`src/rtl/pil_pkg.sv`:
```
// Shared constants, types and codes of the positional insert/remove list.
package pil_pkg;

    localparam int DEPTH       = 16;
    localparam int VALUE_WIDTH = 32;

    localparam int OP_W     = 3;
    localparam int INDEX_W  = 5;
    localparam int WORD_W   = 32;
    localparam int STATUS_W = 2;
    localparam int COUNT_W  = 5;

    localparam int S_TDATA_W = 40;
    localparam int M_TDATA_W = 48;

    typedef enum logic [OP_W-1:0] {
        OP_INSERT  = 3'd0,
        OP_APPEND  = 3'd1,
        OP_REMOVE  = 3'd2,
        OP_READ    = 3'd3,
        OP_REPLACE = 3'd4
    } op_t;

    typedef enum logic [STATUS_W-1:0] {
        ST_OK    = 2'd0,
        ST_RANGE = 2'd1,
        ST_FULL  = 2'd2
    } status_t;

    typedef enum logic [1:0] {
        CELL_HOLD,
        CELL_FROM_LEFT,
        CELL_FROM_RIGHT,
        CELL_LOAD
    } cell_mode_t;

    typedef logic [VALUE_WIDTH-1:0] value_t;

    typedef struct packed {
        status_t              status;
        logic [INDEX_W-1:0]   position;
        logic [WORD_W-1:0]    data;
        logic [COUNT_W-1:0]   count;
    } result_t;

endpackage

```
`src/rtl/positional_insert_remove_list.sv`:
```
// Top level of the positional insert/remove list: cell row, decoder and result register.
//
// The block keeps an ordered list of up to DEPTH words in a row of cells.
// Each transaction on the s_ channel carries one operation: insert at a
// position, append, remove, read or replace. Every operation yields exactly
// one transaction on the m_ channel with the status, the position, the data
// word and the element count after the operation.
// An operation is decoded and applied to all cells in the cycle it is
// accepted, since every cell shifts or loads in parallel; its result is
// presented on the m_ channel in the next cycle.
// Throughput is one operation per cycle, set by the single result register:
// a new transaction is accepted whenever that register is empty or is being
// drained in the same cycle.
// When the receiver stalls, the result waits in the register and s_tready
// falls until it is taken.
// Reset empties the list and the result register; stored words are not
// cleared and only written entries are ever returned.
module positional_insert_remove_list (
    input  logic                              aclk,
    input  logic                              aresetn,
    input  logic                              s_tvalid,
    output logic                              s_tready,
    // op [2:0], index [7:3], value [39:8].
    input  logic [pil_pkg::S_TDATA_W-1:0]     s_tdata,
    output logic                              m_tvalid,
    input  logic                              m_tready,
    // status [1:0], position [6:2], data [38:7], count [43:39], zero [47:44].
    output logic [pil_pkg::M_TDATA_W-1:0]     m_tdata
);
    import pil_pkg::*;

    localparam int PAD_W = M_TDATA_W - STATUS_W - INDEX_W - WORD_W - COUNT_W;

    logic                  accept;
    logic [OP_W-1:0]       in_op;
    logic [INDEX_W-1:0]    in_index;
    value_t                in_word;

    logic [COUNT_W-1:0]    count_reg;
    logic [COUNT_W-1:0]    count_next;
    logic                  m_tvalid_reg;
    logic                  m_tvalid_next;
    result_t               result_reg;
    result_t               result;

    value_t                cell_values [DEPTH];
    cell_mode_t            cell_modes  [DEPTH];

    assign in_op    = s_tdata[OP_W-1:0];
    assign in_index = s_tdata[OP_W +: INDEX_W];
    assign in_word  = s_tdata[OP_W + INDEX_W +: VALUE_WIDTH];

    assign s_tready = !m_tvalid_reg || m_tready;
    assign accept   = s_tvalid && s_tready;

    pil_ctrl u_ctrl (
        .accept      (accept),
        .op          (in_op),
        .index       (in_index),
        .count       (count_reg),
        .cell_values (cell_values),
        .cell_modes  (cell_modes),
        .count_next  (count_next),
        .result      (result)
    );

    for (genvar k = 0; k < DEPTH; k++) begin : g_cell
        value_t left_value;
        value_t right_value;

        if (k == 0) begin : g_first
            assign left_value = cell_values[k];
        end else begin : g_left
            assign left_value = cell_values[k-1];
        end

        if (k == DEPTH - 1) begin : g_last
            assign right_value = cell_values[k];
        end else begin : g_right
            assign right_value = cell_values[k+1];
        end

        pil_cell u_cell (
            .aclk        (aclk),
            .mode        (cell_modes[k]),
            .word        (in_word),
            .left_value  (left_value),
            .right_value (right_value),
            .value       (cell_values[k])
        );
    end

    always_comb begin
        if (accept) begin
            m_tvalid_next = 1'b1;
        end else if (m_tready) begin
            m_tvalid_next = 1'b0;
        end else begin
            m_tvalid_next = m_tvalid_reg;
        end
    end

    always_ff @(posedge aclk) begin
        if (!aresetn) begin
            count_reg    <= '0;
            m_tvalid_reg <= 1'b0;
        end else begin
            m_tvalid_reg <= m_tvalid_next;
            if (accept) begin
                count_reg <= count_next;
            end
        end
    end

    always_ff @(posedge aclk) begin
        if (accept) begin
            result_reg <= result;
        end
    end

    assign m_tvalid = m_tvalid_reg;
    assign m_tdata  = {{PAD_W{1'b0}}, result_reg.count, result_reg.data,
                       result_reg.position, result_reg.status};

endmodule

```
`src/rtl/pil_cell.sv`:
```
// One storage cell of the list: holds, shifts from a neighbor, or loads a new word.
module pil_cell (
    input  logic                aclk,
    input  pil_pkg::cell_mode_t mode,
    input  pil_pkg::value_t     word,
    input  pil_pkg::value_t     left_value,
    input  pil_pkg::value_t     right_value,
    output pil_pkg::value_t     value
);
    import pil_pkg::*;

    value_t value_reg;
    value_t value_next;

    always_comb begin
        case (mode)
            CELL_HOLD:       value_next = value_reg;
            CELL_FROM_LEFT:  value_next = left_value;
            CELL_FROM_RIGHT: value_next = right_value;
            CELL_LOAD:       value_next = word;
            default:         value_next = value_reg;
        endcase
    end

    always_ff @(posedge aclk) begin
        value_reg <= value_next;
    end

    assign value = value_reg;

endmodule

```
`src/rtl/pil_ctrl.sv`:
```
// Operation decoder: checks range and fill, steers every cell and forms the result.
module pil_ctrl (
    input  logic                              accept,
    input  logic [pil_pkg::OP_W-1:0]          op,
    input  logic [pil_pkg::INDEX_W-1:0]       index,
    input  logic [pil_pkg::COUNT_W-1:0]       count,
    input  pil_pkg::value_t                   cell_values [pil_pkg::DEPTH],
    output pil_pkg::cell_mode_t               cell_modes  [pil_pkg::DEPTH],
    output logic [pil_pkg::COUNT_W-1:0]       count_next,
    output pil_pkg::result_t                  result
);
    import pil_pkg::*;

    localparam int SEL_W = (DEPTH > 1) ? $clog2(DEPTH) : 1;

    logic                 full;
    logic                 in_range;
    logic                 do_place;
    logic                 do_remove;
    logic                 do_replace;
    logic [INDEX_W-1:0]   place_pos;
    value_t               picked;

    assign full     = (count >= COUNT_W'(DEPTH));
    assign in_range = (COUNT_W'(index) < count);
    assign picked   = cell_values[index[SEL_W-1:0]];

    always_comb begin
        do_place        = 1'b0;
        do_remove       = 1'b0;
        do_replace      = 1'b0;
        place_pos       = index;
        result.status   = ST_OK;
        result.position = index;
        result.data     = '0;
        case (op_t'(op))
            OP_INSERT: begin
                if (full) begin
                    result.status = ST_FULL;
                end else if (COUNT_W'(index) > count) begin
                    result.status = ST_RANGE;
                end else begin
                    do_place = 1'b1;
                end
            end
            OP_APPEND: begin
                place_pos       = INDEX_W'(count);
                result.position = INDEX_W'(count);
                if (full) begin
                    result.status = ST_FULL;
                end else begin
                    do_place = 1'b1;
                end
            end
            OP_REMOVE: begin
                if (!in_range) begin
                    result.status = ST_RANGE;
                end else begin
                    do_remove   = 1'b1;
                    result.data = WORD_W'(picked);
                end
            end
            OP_READ: begin
                if (!in_range) begin
                    result.status = ST_RANGE;
                end else begin
                    result.data = WORD_W'(picked);
                end
            end
            OP_REPLACE: begin
                if (!in_range) begin
                    result.status = ST_RANGE;
                end else begin
                    do_replace  = 1'b1;
                    result.data = WORD_W'(picked);
                end
            end
            default: begin
                result.status = ST_RANGE;
            end
        endcase

        if (do_place) begin
            count_next = count + COUNT_W'(1);
        end else if (do_remove) begin
            count_next = count - COUNT_W'(1);
        end else begin
            count_next = count;
        end
        result.count = count_next;

        for (int k = 0; k < DEPTH; k++) begin
            cell_modes[k] = CELL_HOLD;
            if (accept) begin
                if (do_place) begin
                    if (INDEX_W'(k) > place_pos) begin
                        cell_modes[k] = CELL_FROM_LEFT;
                    end else if (INDEX_W'(k) == place_pos) begin
                        cell_modes[k] = CELL_LOAD;
                    end
                end else if (do_remove) begin
                    if (INDEX_W'(k) >= index) begin
                        cell_modes[k] = CELL_FROM_RIGHT;
                    end
                end else if (do_replace) begin
                    if (INDEX_W'(k) == index) begin
                        cell_modes[k] = CELL_LOAD;
                    end
                end
            end
        end
    end

endmodule
```
`config.mk`:
```
export PLATFORM = sky130hd
export DESIGN_NAME = positional_insert_remove_list
export DESIGN_NICKNAME = d
export VERILOG_FILES = /design/src/rtl/pil_pkg.sv /design/src/rtl/positional_insert_remove_list.sv /design/src/rtl/pil_cell.sv /design/src/rtl/pil_ctrl.sv
export SDC_FILE = /design/constraint.sdc
export NUM_CORES = 1
export LEC_CHECK = 0
export ABC_CLOCK_PERIOD_IN_PS = 6400
export BUFFER_PORTS_ARGS = -buffer_cell sky130_fd_sc_hd__buf_4
export CORE_UTILIZATION = 24
export CTS_CLUSTER_DIAMETER = 60
export DETAILED_ROUTE_END_ITERATION = 6
export PLACE_DENSITY = 0.39
export SLEW_MARGIN = 0
export SYNTH_ARGS = -nofsm -noshare
export SYNTH_HDL_FRONTEND = slang
export SYNTH_SLANG_ARGS = --single-unit
```
`constraint.sdc`:
```
create_clock -name aclk -period 6.4 [get_ports aclk]
set_clock_uncertainty 0.05 [all_clocks]
set_input_delay 0.32 -clock aclk [delete_from_list [all_inputs] [get_ports aclk]]
set_output_delay 0.32 -clock aclk [all_outputs]
set_load 0.02 [all_outputs]
```
## After elaboration in Yosys (flattened, before gate mapping)

Cells that the tools add are included.
W data, S select, Z words.

| word-level totals | value |
|---|---|
| flip-flop bits (word level) | 562 |
| bits of input ports | 44 |
| output and inout bits | 50 |

| cells by class | value |
|---|---|
| add/subtract/negate cells | 2 |
| magnitude comparators | 36 |
| eq/ne operators | 82 |
| muxes and demuxes | 164 |
| bitwise operators | 1 |
| reduce and logical (&&, ||, !) cells | 27 |

Operator list:

| cell | number |
|---|---|
| $pmux W32 S3 | 14 |
| $mux W2 | 130 |
| $bmux W32 S4 | 1 |
| $pmux W32 S2 | 2 |
| $eq A4 B5 Y1 const A | 16 |
| $eq A2 B2 Y1 const B | 32 |
| $mux W32 | 2 |
| $eq A3 B5 Y1 const A | 8 |
| $ge A4 B5 Y1 const A | 8 |
| $gt A4 B5 Y1 const A | 8 |
| $eq A2 B1 Y1 const B | 16 |
| $logic_not A2 Y1 | 16 |
| $eq A2 B5 Y1 const A | 4 |
| $ge A3 B5 Y1 const A | 4 |
| $gt A3 B5 Y1 const A | 4 |
| $mux W5 | 3 |
| $eq A1 B5 Y1 const A | 2 |
| $ge A1 B5 Y1 const A | 2 |
| $ge A2 B5 Y1 const A | 2 |
| $ge A5 B5 Y1 const B | 2 |
| $gt A1 B5 Y1 const A | 2 |
| $gt A2 B5 Y1 const A | 2 |
| $logic_not A5 Y1 | 2 |
| $mux W1 | 10 |
| other kinds (18) | 20 |

## Logic depth before layout (Yosys ltp)

Gate-level depths: netlist of the first run.

| logic depth | value |
|---|---|
| word-level depth | 9 |
| gate-level depth with buffers | 13 |
| mapped depth without buffers | 8 |

## Cells and area by module

From an unflattened synthesis of the first run, not the netlist that was laid out.

| unflattened totals | value |
|---|---|
| cell total of the unflattened synthesis | 2824 |
| area total of the unflattened synthesis | 34076.4 µm² |

Modules (own cells, without submodules):

| module | times used | cells an instance | area an instance (µm²) | seq. area each (µm²) |
|---|---|---|---|---|
| pil_cell | 16 | 140 | 1672.9 | 960.9 |
| pil_ctrl | 1 | 508 | 5698.0 | 0.0 |
| positional_insert_remove_list | 1 | 76 | 1612.8 | 1441.4 |

## Least setup slack after synthesis of the first run

OpenSTA, ideal clock, no wires.

| timing | value |
|---|---|
| path kind | flip-flop to flip-flop |
| start point | register m_tvalid_reg (netlist: m_tvalid) |
| end point | register g_cell[0].u_cell.value_reg[0] (enable) |
| data arrival time | 5.109 ns |
| required time | 5.880 ns |
| path slack | 0.771 ns |
| cell stages (with the launch flop) | 8 |
| path buffers | 2 |
| clock period less this slack | 5.629 ns |
| path through | dfxtp_1 -> nor2b_1 -> nand2b_1 -> clkinv_1 -> clkbuf_1 -> clkbuf_1 -> nand2_1 -> o31ai_1 |

| between the ends | value |
|---|---|
| longest elaborated chain between the ends | 6 |

RTL lines:

| item | line | source |
|---|---|---|
| start: declaration | positional_insert_remove_list.sv:41 | `logic m_tvalid_reg;` |
| start signal: assignment | positional_insert_remove_list.sv:108 | `m_tvalid_reg <= m_tvalid_next;` |
| $logic_not A1 Y1 * | positional_insert_remove_list.sv:53 | `assign s_tready = !m_tvalid_reg \|\| m_tready;` |
| $logic_or A1 B1 Y1 * | positional_insert_remove_list.sv:53 |  |
| $logic_and A1 B1 Y1 * | positional_insert_remove_list.sv:54 | `assign accept = s_tvalid && s_tready;` |
| named net accept | positional_insert_remove_list.sv:34 | `logic accept;` |
| $mux W2 * | pil_ctrl.sv:94 | `if (accept) begin` |
| $eq A2 B1 Y1 / $logic_not A2 Y1 (equally long branches) | pil_cell.sv:16 | `case (mode)` |
| $reduce_or A2 Y1 (no line) * | n/a |  |
| end signal: assignment | pil_cell.sv:26 | `value_reg <= value_next;` |
| end: declaration | pil_cell.sv:12 | `value_t value_reg;` |

The timed path passes the listed nets; every way through them passes the cells marked *.
A chain may end at the register's enable or synchronous reset.

## Worst setup path in the final report of the first run

| timing | value |
|---|---|
| start point | register count_reg[4] |
| end point | register g_cell[5].u_cell.value_reg[15] (data pin) |

| between the ends | value |
|---|---|
| longest elaborated chain between the ends | 9 |

RTL lines:

| item | line | source |
|---|---|---|
| start: declaration | positional_insert_remove_list.sv:39 | `logic [COUNT_W-1:0] count_reg;` |
| start signal: assignment | positional_insert_remove_list.sv:110 | `count_reg <= count_next;` |
| $lt A5 B5 Y1 | pil_ctrl.sv:25 | `assign in_range = (COUNT_W'(index) < count);` |
| $mux W1 | pil_ctrl.sv:56, pil_ctrl.sv:71 |  |
| $mux W1 | pil_ctrl.sv:36 | `case (op_t'(op))` |
| $mux W2 | pil_ctrl.sv:105 | `end else if (do_replace) begin` |
| $mux W2 | pil_ctrl.sv:101 | `end else if (do_remove) begin` |
| $mux W2 * | pil_ctrl.sv:95 | `if (do_place) begin` |
| $mux W2 * | pil_ctrl.sv:94 |  |
| $eq A2 B2 Y1 / $eq A2 B1 Y1 (equally long branches) | pil_cell.sv:16 |  |
| $pmux W32 S3 * | pil_cell.sv:16 |  |
| named net g_cell[5].u_cell.value_next[15] | pil_cell.sv:13 | `value_t value_next;` |
| end signal: assignment | pil_cell.sv:26 |  |
| end: declaration | pil_cell.sv:12 |  |

Marked as above.

==> report_table.html, run 1 <==
<table>
<tr><th>Metric</th><th>Value</th></tr>
<tr><th colspan="2">Detailed routing</th></tr>
<tr><td>Uppermost routed layer</td><td>met5</td></tr>
<tr><td>Routed length on met2</td><td>approximately 65000 microns</td></tr>
<tr><td>Total via count in the routed design</td><td>25028</td></tr>
<tr><td>Iteration-0 DRC count of the detailed router</td><td>2565</td></tr>
<tr><td>Total wire length after detailed routing</td><td>139000 microns</td></tr>
<tr><td>Iteration count of the initial detailed-routing pass</td><td>7</td></tr>
<tr><td>Wire length per cell after detailed routing</td><td>~30 microns</td></tr>
<tr><td>Routed met1 length</td><td>62800 microns</td></tr>
<tr><td>Routed wire length on met3</td><td>7950 microns</td></tr>
<tr><td>Via-to-Cell Ratio</td><td>between 5 and 6</td></tr>
<tr><td>Count of antenna-violating nets left after detailed routing</td><td>0</td></tr>
<tr><td>Detailed-route DRC error count</td><td>6</td></tr>
<tr><th colspan="2">Clocking</th></tr>
<tr><td>Clk root buf</td><td>sky130_fd_sc_hd__clkbuf_16</td></tr>
<tr><td>Clock transition time at the flip-flop clock pins of the worst setup and hold paths</td><td>0.06 ns</td></tr>
<tr><td>CTS sink count</td><td>roughly 560</td></tr>
<tr><td>CTS Buf Count</td><td>between 80 and 90</td></tr>
<tr><td>Skew-Pair Late Insertion Delay</td><td>between 0.6 and 0.7 ns</td></tr>
<tr><td>H-tree Lvls</td><td>3</td></tr>
<tr><td>CTS Hold Buffers Added</td><td>20</td></tr>
<tr><td>Quantity of gates resized following cts</td><td>0</td></tr>
<tr><td>Number of buffers on the longest clock path</td><td>3</td></tr>
<tr><td>Number of buffers inserted to repair setup after CTS</td><td>0</td></tr>
<tr><td>Clock tree from TritonCTS</td><td>done</td></tr>
<tr><th colspan="2">Global route</th></tr>
<tr><td>Maximum number of pins on one net before global-route repair</td><td>around 130</td></tr>
<tr><td>Combined global-route utilization of all metal layers</td><td>roughly a fifth</td></tr>
<tr><td>Vias in the first global route</td><td>roughly 26000</td></tr>
<tr><td>Global-route wire length before repair</td><td>slightly below 200000 microns</td></tr>
<tr><td>Initial antenna violation count</td><td>2</td></tr>
<tr><td>Total global routing overflow</td><td>0</td></tr>
<tr><th colspan="2">Floorplanning</th></tr>
<tr><td>Die outline height</td><td>roughly 380 microns</td></tr>
<tr><td>Total I/O pin count</td><td>between 90 and 100</td></tr>
<tr><td>Core outline area</td><td>0.144 sq mm</td></tr>
<tr><td>Floorplan die width</td><td>~380 microns</td></tr>
<tr><td>Die Outline Area</td><td>between 0.1 and 0.15 sq mm</td></tr>
<tr><td>Initial core utilization</td><td>~24%</td></tr>
<tr><td>Cell Rows</td><td>around 140</td></tr>
<tr><th colspan="2">Job</th></tr>
<tr><td>Max-cap viol count</td><td>0</td></tr>
<tr><th colspan="2">Setup path</th></tr>
<tr><td>Required time worst endpoint</td><td>a little under 7 ns</td></tr>
<tr><td>Classification of the worst setup path</td><td>reg -&gt; reg</td></tr>
<tr><td>Maximum fanout count along the critical path</td><td>17</td></tr>
<tr><td>Worst stage delay on the critical path</td><td>0.76 ns</td></tr>
<tr><td>Kind of launch point of the worst setup path</td><td>flip-flop</td></tr>
<tr><td>Arrival time at the worst endpoint</td><td>about 5.4 ns</td></tr>
<tr><td>Worst path slowest cell</td><td>sky130_fd_sc_hd__a221oi_1</td></tr>
<tr><td>R2R Setup Slk</td><td>approximately 1.3 ns</td></tr>
<tr><td>Element type at the critical path end</td><td>flip-flop</td></tr>
<tr><td>CP cell instances</td><td>inv_1, ha_1, a21oi_2, o221ai_2, a221oi_1, nand3_2, buf_4, a32o_1, mux2_2</td></tr>
<tr><th colspan="2">Placement</th></tr>
<tr><td>Pre-CTS WS</td><td>~1.5 ns</td></tr>
<tr><td>Detailed-placement wirelength estimate</td><td>85900 microns</td></tr>
<tr><td>Buffers added on ports</td><td>between 80 and 90</td></tr>
<tr><td>Routability congestion estimate from global placement</td><td>between 0.8 and 0.9</td></tr>
<tr><td>Cells after DPL</td><td>approximately 4500</td></tr>
<tr><th colspan="2">Synth</th></tr>
<tr><td>Number of warnings reported in the yosys synthesis log</td><td>0</td></tr>
<tr><td>Gate count of the mapped netlist</td><td>2703</td></tr>
<tr><td>Number of enable flip-flop cells after synthesis</td><td>around 560</td></tr>
<tr><td>Post-synth top flop</td><td>sky130_fd_sc_hd__edfxtp_1</td></tr>
<tr><td>Number of distinct library cell variants in the gate-level netlist after synthesis</td><td>between 80 and 90</td></tr>
<tr><td>Mapped Area</td><td>approximately 0.035 sq mm</td></tr>
<tr><td>Fraction of synthesis flops using an asynchronous set or reset pin</td><td>0%</td></tr>
<tr><td>Share of the yosys chip area belonging to registers</td><td>between 40 and 50%</td></tr>
<tr><td>Synthesis-stage register bit count</td><td>between 500 and 600</td></tr>
<tr><td>Mapped Avg Cell Area</td><td>roughly 13 sq um</td></tr>
<tr><th colspan="2">Timing</th></tr>
<tr><td>Worst slew margin relative to its limit</td><td>between 15 and 20%</td></tr>
<tr><td>Post-route clock period utilization</td><td>between 70% and 80%</td></tr>
<tr><td>Shortest period the worst path allows</td><td>5.05 ns</td></tr>
<tr><td>Least-Margin Pin Slew</td><td>about 1.2 ns</td></tr>
<tr><td>Max Clock Freq</td><td>about 0.20 GHz</td></tr>
<tr><td>Setup TNS</td><td>0 ns</td></tr>
<tr><td>Worst Setup Slack, final</td><td>about 1.3 ns</td></tr>
<tr><td>RSZ-0062 raised after global routing</td><td>no</td></tr>
<tr><td>Setup-failing EPs final</td><td>0</td></tr>
<tr><td>Number of hold violations in the final report</td><td>0</td></tr>
<tr><td>Max-slew violation count</td><td>0</td></tr>
<tr><th colspan="2">Final layout</th></tr>
<tr><td>Number of antenna cells inserted</td><td>0</td></tr>
<tr><td>Commonest non-fill, non-tap cells in the layout</td><td>sky130_fd_sc_hd__edfxtp_1, sky130_fd_sc_hd__mux2_2, sky130_fd_sc_hd__nor2_1</td></tr>
<tr><td>Share of cells above drive strength 1</td><td>approximately a third</td></tr>
<tr><td>Most common cell after layout, fill and taps aside</td><td>sky130_fd_sc_hd__edfxtp_1</td></tr>
<tr><td>Layout Utilization</td><td>between 20 and 30%</td></tr>
<tr><td>Final Net Count</td><td>approximately 2800</td></tr>
<tr><td>Filler-free cell count of the finished design</td><td>between 4000 and 5000</td></tr>
<tr><td>Synthesis-to-finish area growth</td><td>17.0%</td></tr>
<tr><td>Max reg flops</td><td>512</td></tr>
<tr><th colspan="2">Worst hold path</th></tr>
<tr><td>Type of the most critical hold path</td><td>in -&gt; reg</td></tr>
<tr><th colspan="2">Status</th></tr>
<tr><td>Violated checks</td><td>design-rule violations</td></tr>
<tr><td>Run status</td><td>finished with violations</td></tr>
<tr><th colspan="2">Power</th></tr>
<tr><td>Power Density</td><td>about 250 mW/mm^2</td></tr>
<tr><td>Static Leak</td><td>0.0138 uW</td></tr>
<tr><td>Peak supply drop</td><td>0.165 mV</td></tr>
</table>
[report_power, final]
part	total, uW	leakage (uW)	switching, uW	internal, uW
clock	4760	0.00135	1890	2870
combinational	1100	0.00735	690	407
sequential	4200	0.00513	60.6	4140
total	10100	0.0138	2640	7410
[metrics by stage]
stage | power, uW | hold WS, ns | area, sq um
final | 10100 | 0.0411 | 40800
after global routing | 10400 | 0.0243 | 40800
after CTS | 10200 | 0.000333 | 40800
after detailed placement | 5360 | 0.504 | 37800
after global placement | 5350 | 0.496 | 37800
after floorplan | 4930 | 0.388 | 34800
[synthesized netlist by cell type, types with 6 or more instances]
library cell / count / area, sq um
sky130_fd_sc_hd__buf_4: 21 / 158
sky130_fd_sc_hd__mux2_1: 31 / 349
sky130_fd_sc_hd__mux4_2: 160 / 3600
sky130_fd_sc_hd__inv_1: 77 / 289
sky130_fd_sc_hd__mux2_2: 332 / 3740
sky130_fd_sc_hd__mux2_4: 87 / 1310
sky130_fd_sc_hd__a31oi_1: 135 / 845
sky130_fd_sc_hd__clkbuf_1: 141 / 529
sky130_fd_sc_hd__o21ai_1: 9 / 45.0
sky130_fd_sc_hd__edfxtp_1: 556 / 16700
sky130_fd_sc_hd__ha_1: 7 / 87.6
sky130_fd_sc_hd__a32o_1: 33 / 330
sky130_fd_sc_hd__nor2b_1: 37 / 231
sky130_fd_sc_hd__or3_1: 6 / 37.5
sky130_fd_sc_hd__nand2_1: 156 / 586
sky130_fd_sc_hd__nand4_1: 6 / 37.5
sky130_fd_sc_hd__buf_6: 16 / 180
sky130_fd_sc_hd__a21oi_1: 80 / 400
sky130_fd_sc_hd__nor2_1: 192 / 721
sky130_fd_sc_hd__o31ai_1: 33 / 248
sky130_fd_sc_hd__o21ai_0: 136 / 681
sky130_fd_sc_hd__nor3_1: 45 / 225
sky130_fd_sc_hd__o22ai_1: 6 / 37.5
sky130_fd_sc_hd__a221o_1: 33 / 330
sky130_fd_sc_hd__mux2i_1: 137 / 1370
sky130_fd_sc_hd__a21o_1: 13 / 97.6
sky130_fd_sc_hd__buf_1: 21 / 78.8
sky130_fd_sc_hd__buf_2: 73 / 365
sky130_fd_sc_hd__dfxtp_1: 6 / 120
[cells by family after synthesis]
family                     after synthesis  synth area share [%]
other                                    1                0.0108
and+or+nand+nor                        486                  6.27
DFF                                    562                  48.3
muxes                                  751                  30.0
AOI/OAI and AO/OA                      539                  10.4
buffers and inverters                  352                  4.63
adders and majority gates                7                 0.251
xor gates and xnor gates                 5                 0.126
[final timing paths]
path | endpoint | startpoint | depth (start not counted)
max | g_cell[5].u_cell.value[15] | count_reg[4] | 9
min reg2reg | g_cell[1].u_cell.value[8] | g_cell[0].u_cell.value[8] | 1
max reg2reg | g_cell[5].u_cell.value[15] | count_reg[4] | 9
min | g_cell[0].u_cell.value[19] | s_tdata[27] | 2
[metal layers]
| layer | track usage (%) | vias up |
|---|---|---|
| li1 | - | 10624 |
| met4 | 5.10 | 2 |
| met2 | 30.0 | 962 |
| met3 | 3.09 | 228 |
| met1 | 25.7 | 13212 |
| met5 | 0 | - |
[worst max-delay path: cells and delay by family (launching register included)]
family | cells | cell delay (ns)
adder cells (fa/ha/maj) | 1 | 0.41
AO/OA/AOI/OAI | 4 | 2.05
AND/OR/NAND/NOR | 1 | 0.70
flip-flops | 1 | 0.56
buffers and inverters | 2 | 0.74
multiplexers | 1 | 0.26
[layout make-up]
cell class | instances | area (sq um)
fillers | 14571 | 103000
clock inverters | 55 | 644
multi-input cells | 1792 | 16800
repair buffers | 191 | 1620
inverters | 80 | 308
clock buffers | 97 | 2150
well taps | 1903 | 2380
flip-flops and latches | 562 | 16800
No activity file was read; power rests on OpenSTA's default activity.
==> inputs of run 2 (changes only) <==
--- a/config.mk
+++ b/config.mk
@@ -5,7 +5,7 @@
 export SDC_FILE = /design/constraint.sdc
 export NUM_CORES = 1
 export LEC_CHECK = 0
-export ABC_CLOCK_PERIOD_IN_PS = 6400
+export ABC_CLOCK_PERIOD_IN_PS = 4950
 export BUFFER_PORTS_ARGS = -buffer_cell sky130_fd_sc_hd__buf_4
 export CORE_UTILIZATION = 24
 export CTS_CLUSTER_DIAMETER = 60
==> constraint.sdc (replaced) <==
create_clock -name aclk -period 4.95 [get_ports aclk]
set_clock_uncertainty 0.05 [all_clocks]
set_input_delay 0.2475 -clock aclk [delete_from_list [all_inputs] [get_ports aclk]]
set_output_delay 0.2475 -clock aclk [all_outputs]
set_load 0.02 [all_outputs]
==> run 2 against run 1 <==
  * The run still ends with design-rule violations left
  * Utilization is 0.43 points higher
  * Clock-buffer cell count is 8 higher
  * Clock power is 31% higher
  * Via count is 2.8% higher
  * Largest power group unchanged
  * Combinational power is 35% higher
  * Critical path depth is 1 higher
  * Non-clock buffer count is 56 higher
  * Total power is 31% higher
  * Global-route usage is 1.1 points higher
  * Sequential share of layout area is 0.61 points lower
  * Critical path type unchanged
  * Hold slack better by 0.090 ns
  * Cell count is 1.3% higher
==> report_table.html, run 2 (same netlist as run 1, synthesis figures left out) <==
<table>
<tr><th>Metric</th><th>Value</th></tr>
<tr><th colspan="2">Status</th></tr>
<tr><td>Run status</td><td>finished with violations</td></tr>
<tr><td>Violated checks</td><td>design-rule violations</td></tr>
<tr><th colspan="2">Setup path</th></tr>
<tr><td>Reg2reg start</td><td>count_reg[2]</td></tr>
<tr><td>Classification of the worst setup path</td><td>reg -&gt; reg</td></tr>
<tr><td>Element type at the critical path end</td><td>flip-flop</td></tr>
<tr><td>Critical Path Source</td><td>count_reg[2]</td></tr>
<tr><td>Arrival time at the worst endpoint</td><td>roughly 5 ns</td></tr>
<tr><td>Dominant delay contributor by cell family on the critical path</td><td>compound AO/OA/AOI/OAI gates</td></tr>
<tr><td>Critical path buffer and inverter count</td><td>3</td></tr>
<tr><td>Kind of launch point of the worst setup path</td><td>flip-flop</td></tr>
<tr><td>Maximum fanout count along the critical path</td><td>29</td></tr>
<tr><td>Worst path slowest cell</td><td>sky130_fd_sc_hd__a21oi_4</td></tr>
<tr><td>Worst stage delay on the critical path</td><td>between 0.8 and 0.9 ns</td></tr>
<tr><td>Required time worst endpoint</td><td>5.43 ns</td></tr>
<tr><td>CP cell instances</td><td>inv_1, ha_1, nand4_2, o221ai_2, a21oi_4, buf_4, a21oi_4, buf_4, o21ai_0, a31oi_1</td></tr>
<tr><th colspan="2">Final layout</th></tr>
<tr><td>Most common cell after layout, fill and taps aside</td><td>sky130_fd_sc_hd__edfxtp_1</td></tr>
<tr><td>Cell area after layout</td><td>0.0414 sq mm</td></tr>
<tr><td>Final Net Count</td><td>~2800</td></tr>
<tr><td>Commonest non-fill, non-tap cells in the layout</td><td>sky130_fd_sc_hd__edfxtp_1, sky130_fd_sc_hd__mux2_2, sky130_fd_sc_hd__nor2_1</td></tr>
<tr><td>Total of fill cells in the finished design</td><td>around 15000</td></tr>
<tr><td>Share of cells above drive strength 1</td><td>approximately 35%</td></tr>
<tr><td>Layout Utilization</td><td>between 20 and 30%</td></tr>
<tr><td>Max reg flops</td><td>just over 500</td></tr>
<tr><td>Synthesis-to-finish area growth</td><td>18.7%</td></tr>
<tr><th colspan="2">Detailed routing</th></tr>
<tr><td>Iteration-0 DRC count of the detailed router</td><td>2722</td></tr>
<tr><td>Iteration count of the initial detailed-routing pass</td><td>7</td></tr>
<tr><td>Wire length per cell after detailed routing</td><td>about 31 microns</td></tr>
<tr><td>Count of antenna-violating nets left after detailed routing</td><td>0</td></tr>
<tr><td>Total wire length after detailed routing</td><td>147000 microns</td></tr>
<tr><td>Total via count in the routed design</td><td>around 26000</td></tr>
<tr><td>Detailed-route DRC error count</td><td>15</td></tr>
<tr><td>Via-to-Cell Ratio</td><td>around 5.4</td></tr>
<tr><th colspan="2">Clocking</th></tr>
<tr><td>CTS sink count</td><td>about 560</td></tr>
<tr><td>Quantity of gates resized following cts</td><td>0</td></tr>
<tr><td>Clock tree from TritonCTS</td><td>done</td></tr>
<tr><td>Clock transition time at the flip-flop clock pins of the worst setup and hold paths</td><td>about 0.05 ns</td></tr>
<tr><td>CTS Buf Count</td><td>87</td></tr>
<tr><td>H-tree Lvls</td><td>3</td></tr>
<tr><td>Number of buffers on the longest clock path</td><td>3</td></tr>
<tr><td>Skew-Pair Late Insertion Delay</td><td>slightly below 0.7 ns</td></tr>
<tr><td>Clk root buf</td><td>sky130_fd_sc_hd__clkbuf_16</td></tr>
<tr><th colspan="2">Timing</th></tr>
<tr><td>Post-route clock period utilization</td><td>between 80% and 90%</td></tr>
<tr><td>Worst slew margin relative to its limit</td><td>around 9%</td></tr>
<tr><td>Hold Worst Slack</td><td>between 0.1 and 0.15 ns</td></tr>
<tr><td>Number of hold violations in the final report</td><td>0</td></tr>
<tr><td>Least-Margin Pin Slew</td><td>approximately 1.4 ns</td></tr>
<tr><td>RSZ-0062 raised after global routing</td><td>no</td></tr>
<tr><td>Shortest period the worst path allows</td><td>4.41 ns</td></tr>
<tr><td>Setup TNS</td><td>0 ns</td></tr>
<tr><td>Max Clock Freq</td><td>around 0.23 GHz</td></tr>
<tr><td>Setup-failing EPs final</td><td>0</td></tr>
<tr><td>Max-slew violation count</td><td>0</td></tr>
<tr><th colspan="2">Power</th></tr>
<tr><td>Peak supply drop</td><td>around 0.21 mV</td></tr>
<tr><td>Static Leak</td><td>0.0142 uW</td></tr>
<tr><td>Power, Total</td><td>13100 uW</td></tr>
<tr><td>Power Density</td><td>around 320 mW/mm^2</td></tr>
<tr><th colspan="2">Global route</th></tr>
<tr><td>Initial antenna violation count</td><td>2</td></tr>
<tr><td>Global-route wire length before repair</td><td>just over 200000 microns</td></tr>
<tr><td>Combined global-route utilization of all metal layers</td><td>between 15 and 20%</td></tr>
<tr><td>Maximum number of pins on one net before global-route repair</td><td>roughly 140</td></tr>
<tr><td>Vias in the first global route</td><td>about 26000</td></tr>
<tr><td>Total global routing overflow</td><td>0</td></tr>
<tr><th colspan="2">Floorplanning</th></tr>
<tr><td>Cell Rows</td><td>about 140</td></tr>
<tr><td>Core outline area</td><td>roughly 0.14 sq mm</td></tr>
<tr><td>Floorplan die width</td><td>383 microns</td></tr>
<tr><td>Total I/O pin count</td><td>94</td></tr>
<tr><td>Die Outline Area</td><td>0.147 sq mm</td></tr>
<tr><td>Initial core utilization</td><td>about a quarter</td></tr>
<tr><td>Die outline height</td><td>about 380 microns</td></tr>
<tr><th colspan="2">Job</th></tr>
<tr><td>Max-cap viol count</td><td>0</td></tr>
<tr><th colspan="2">Placement</th></tr>
<tr><td>Placement-stage cell area</td><td>0.0381 sq mm</td></tr>
<tr><td>Detailed-placement wirelength estimate</td><td>89600 microns</td></tr>
<tr><td>Buffers added on ports</td><td>a little under 90</td></tr>
<tr><td>Routability congestion estimate from global placement</td><td>around 0.85</td></tr>
<tr><th colspan="2">Worst hold path</th></tr>
<tr><td>Type of the most critical hold path</td><td>in -&gt; reg</td></tr>
<tr><td>Source of the worst hold timing path</td><td>s_tdata[6]</td></tr>
</table>
run 2: cell types whose count changed in the layout (fill, tap and decap cells not counted), sizes merged:
cell,change
buf,+37
bufinv,-2
clkbuf,+8
clkinv,-1
clkinvlp,+2
diode,+1
dlygate4sd3,+19
inv,-2
run 2: layer usage:
| layer | GRT usage, % | wire (microns) | vias up |
|---|---|---|---|
| met5 | 0 | 0 | - |
| met4 | 6.33 | 4390 | 0 |
| met3 | 3.50 | 9870 | 260 |
| met1 | 27.0 | 64800 | 13584 |
| li1 | - | - | 10736 |
| met2 | 31.5 | 67700 | 1146 |
run 2: layout make-up:
class,instances,area [sq um],share of cell area (%)
diodes,1,2.50,0.00605
clock buffers,105,2290,5.53
clock inverters,52,552,1.33
inverters,80,308,0.744
multi-input cells,1792,16800,40.7
flip-flops and latches,562,16800,40.7
well taps,1903,2380,5.76
repair buffers,247,2190,5.29
run 2: final timing paths:
kind	end	slack, ns	cells after the start
worst max-delay path	g_cell[9].u_cell.value[14]	0.54	10
worst min-delay path	m_tdata[5]	0.13	3
worst max register to register	g_cell[9].u_cell.value[14]	0.54	10
worst min register to register	g_cell[1].u_cell.value[19]	0.52	1
run 2: tightest hold or removal path: stages:
cell	delay (ns)
sky130_fd_sc_hd__buf_4	0.16
sky130_fd_sc_hd__mux2i_1	0.18
sky130_fd_sc_hd__inv_1	0.14
run 2: where the power goes:
group	internal (uW)	total (uW)	leakage (uW)	switching [uW]
Combinational	556	1490	0.00766	935
Clock	3760	6230	0.00138	2470
Sequential	5350	5430	0.00513	76.4
Total	9670	13100	0.0142	3480
run 2: timing repair:
action	4_1_cts	5_1_grt
buffers inserted	0	0
hold buffers	39	0
hold endpoints to repair	130	0
run 2: per-stage QoR:
| step | setup WS (ns) | std cells |
|---|---|---|
| after floorplan | 0.0315 | 2706 |
| after global placement | 0.716 | 4545 |
| after detailed placement | 0.639 | 4545 |
| after CTS | 0.614 | 4741 |
| after global routing | 0.355 | 4742 |
| final | 0.540 | 4742 |
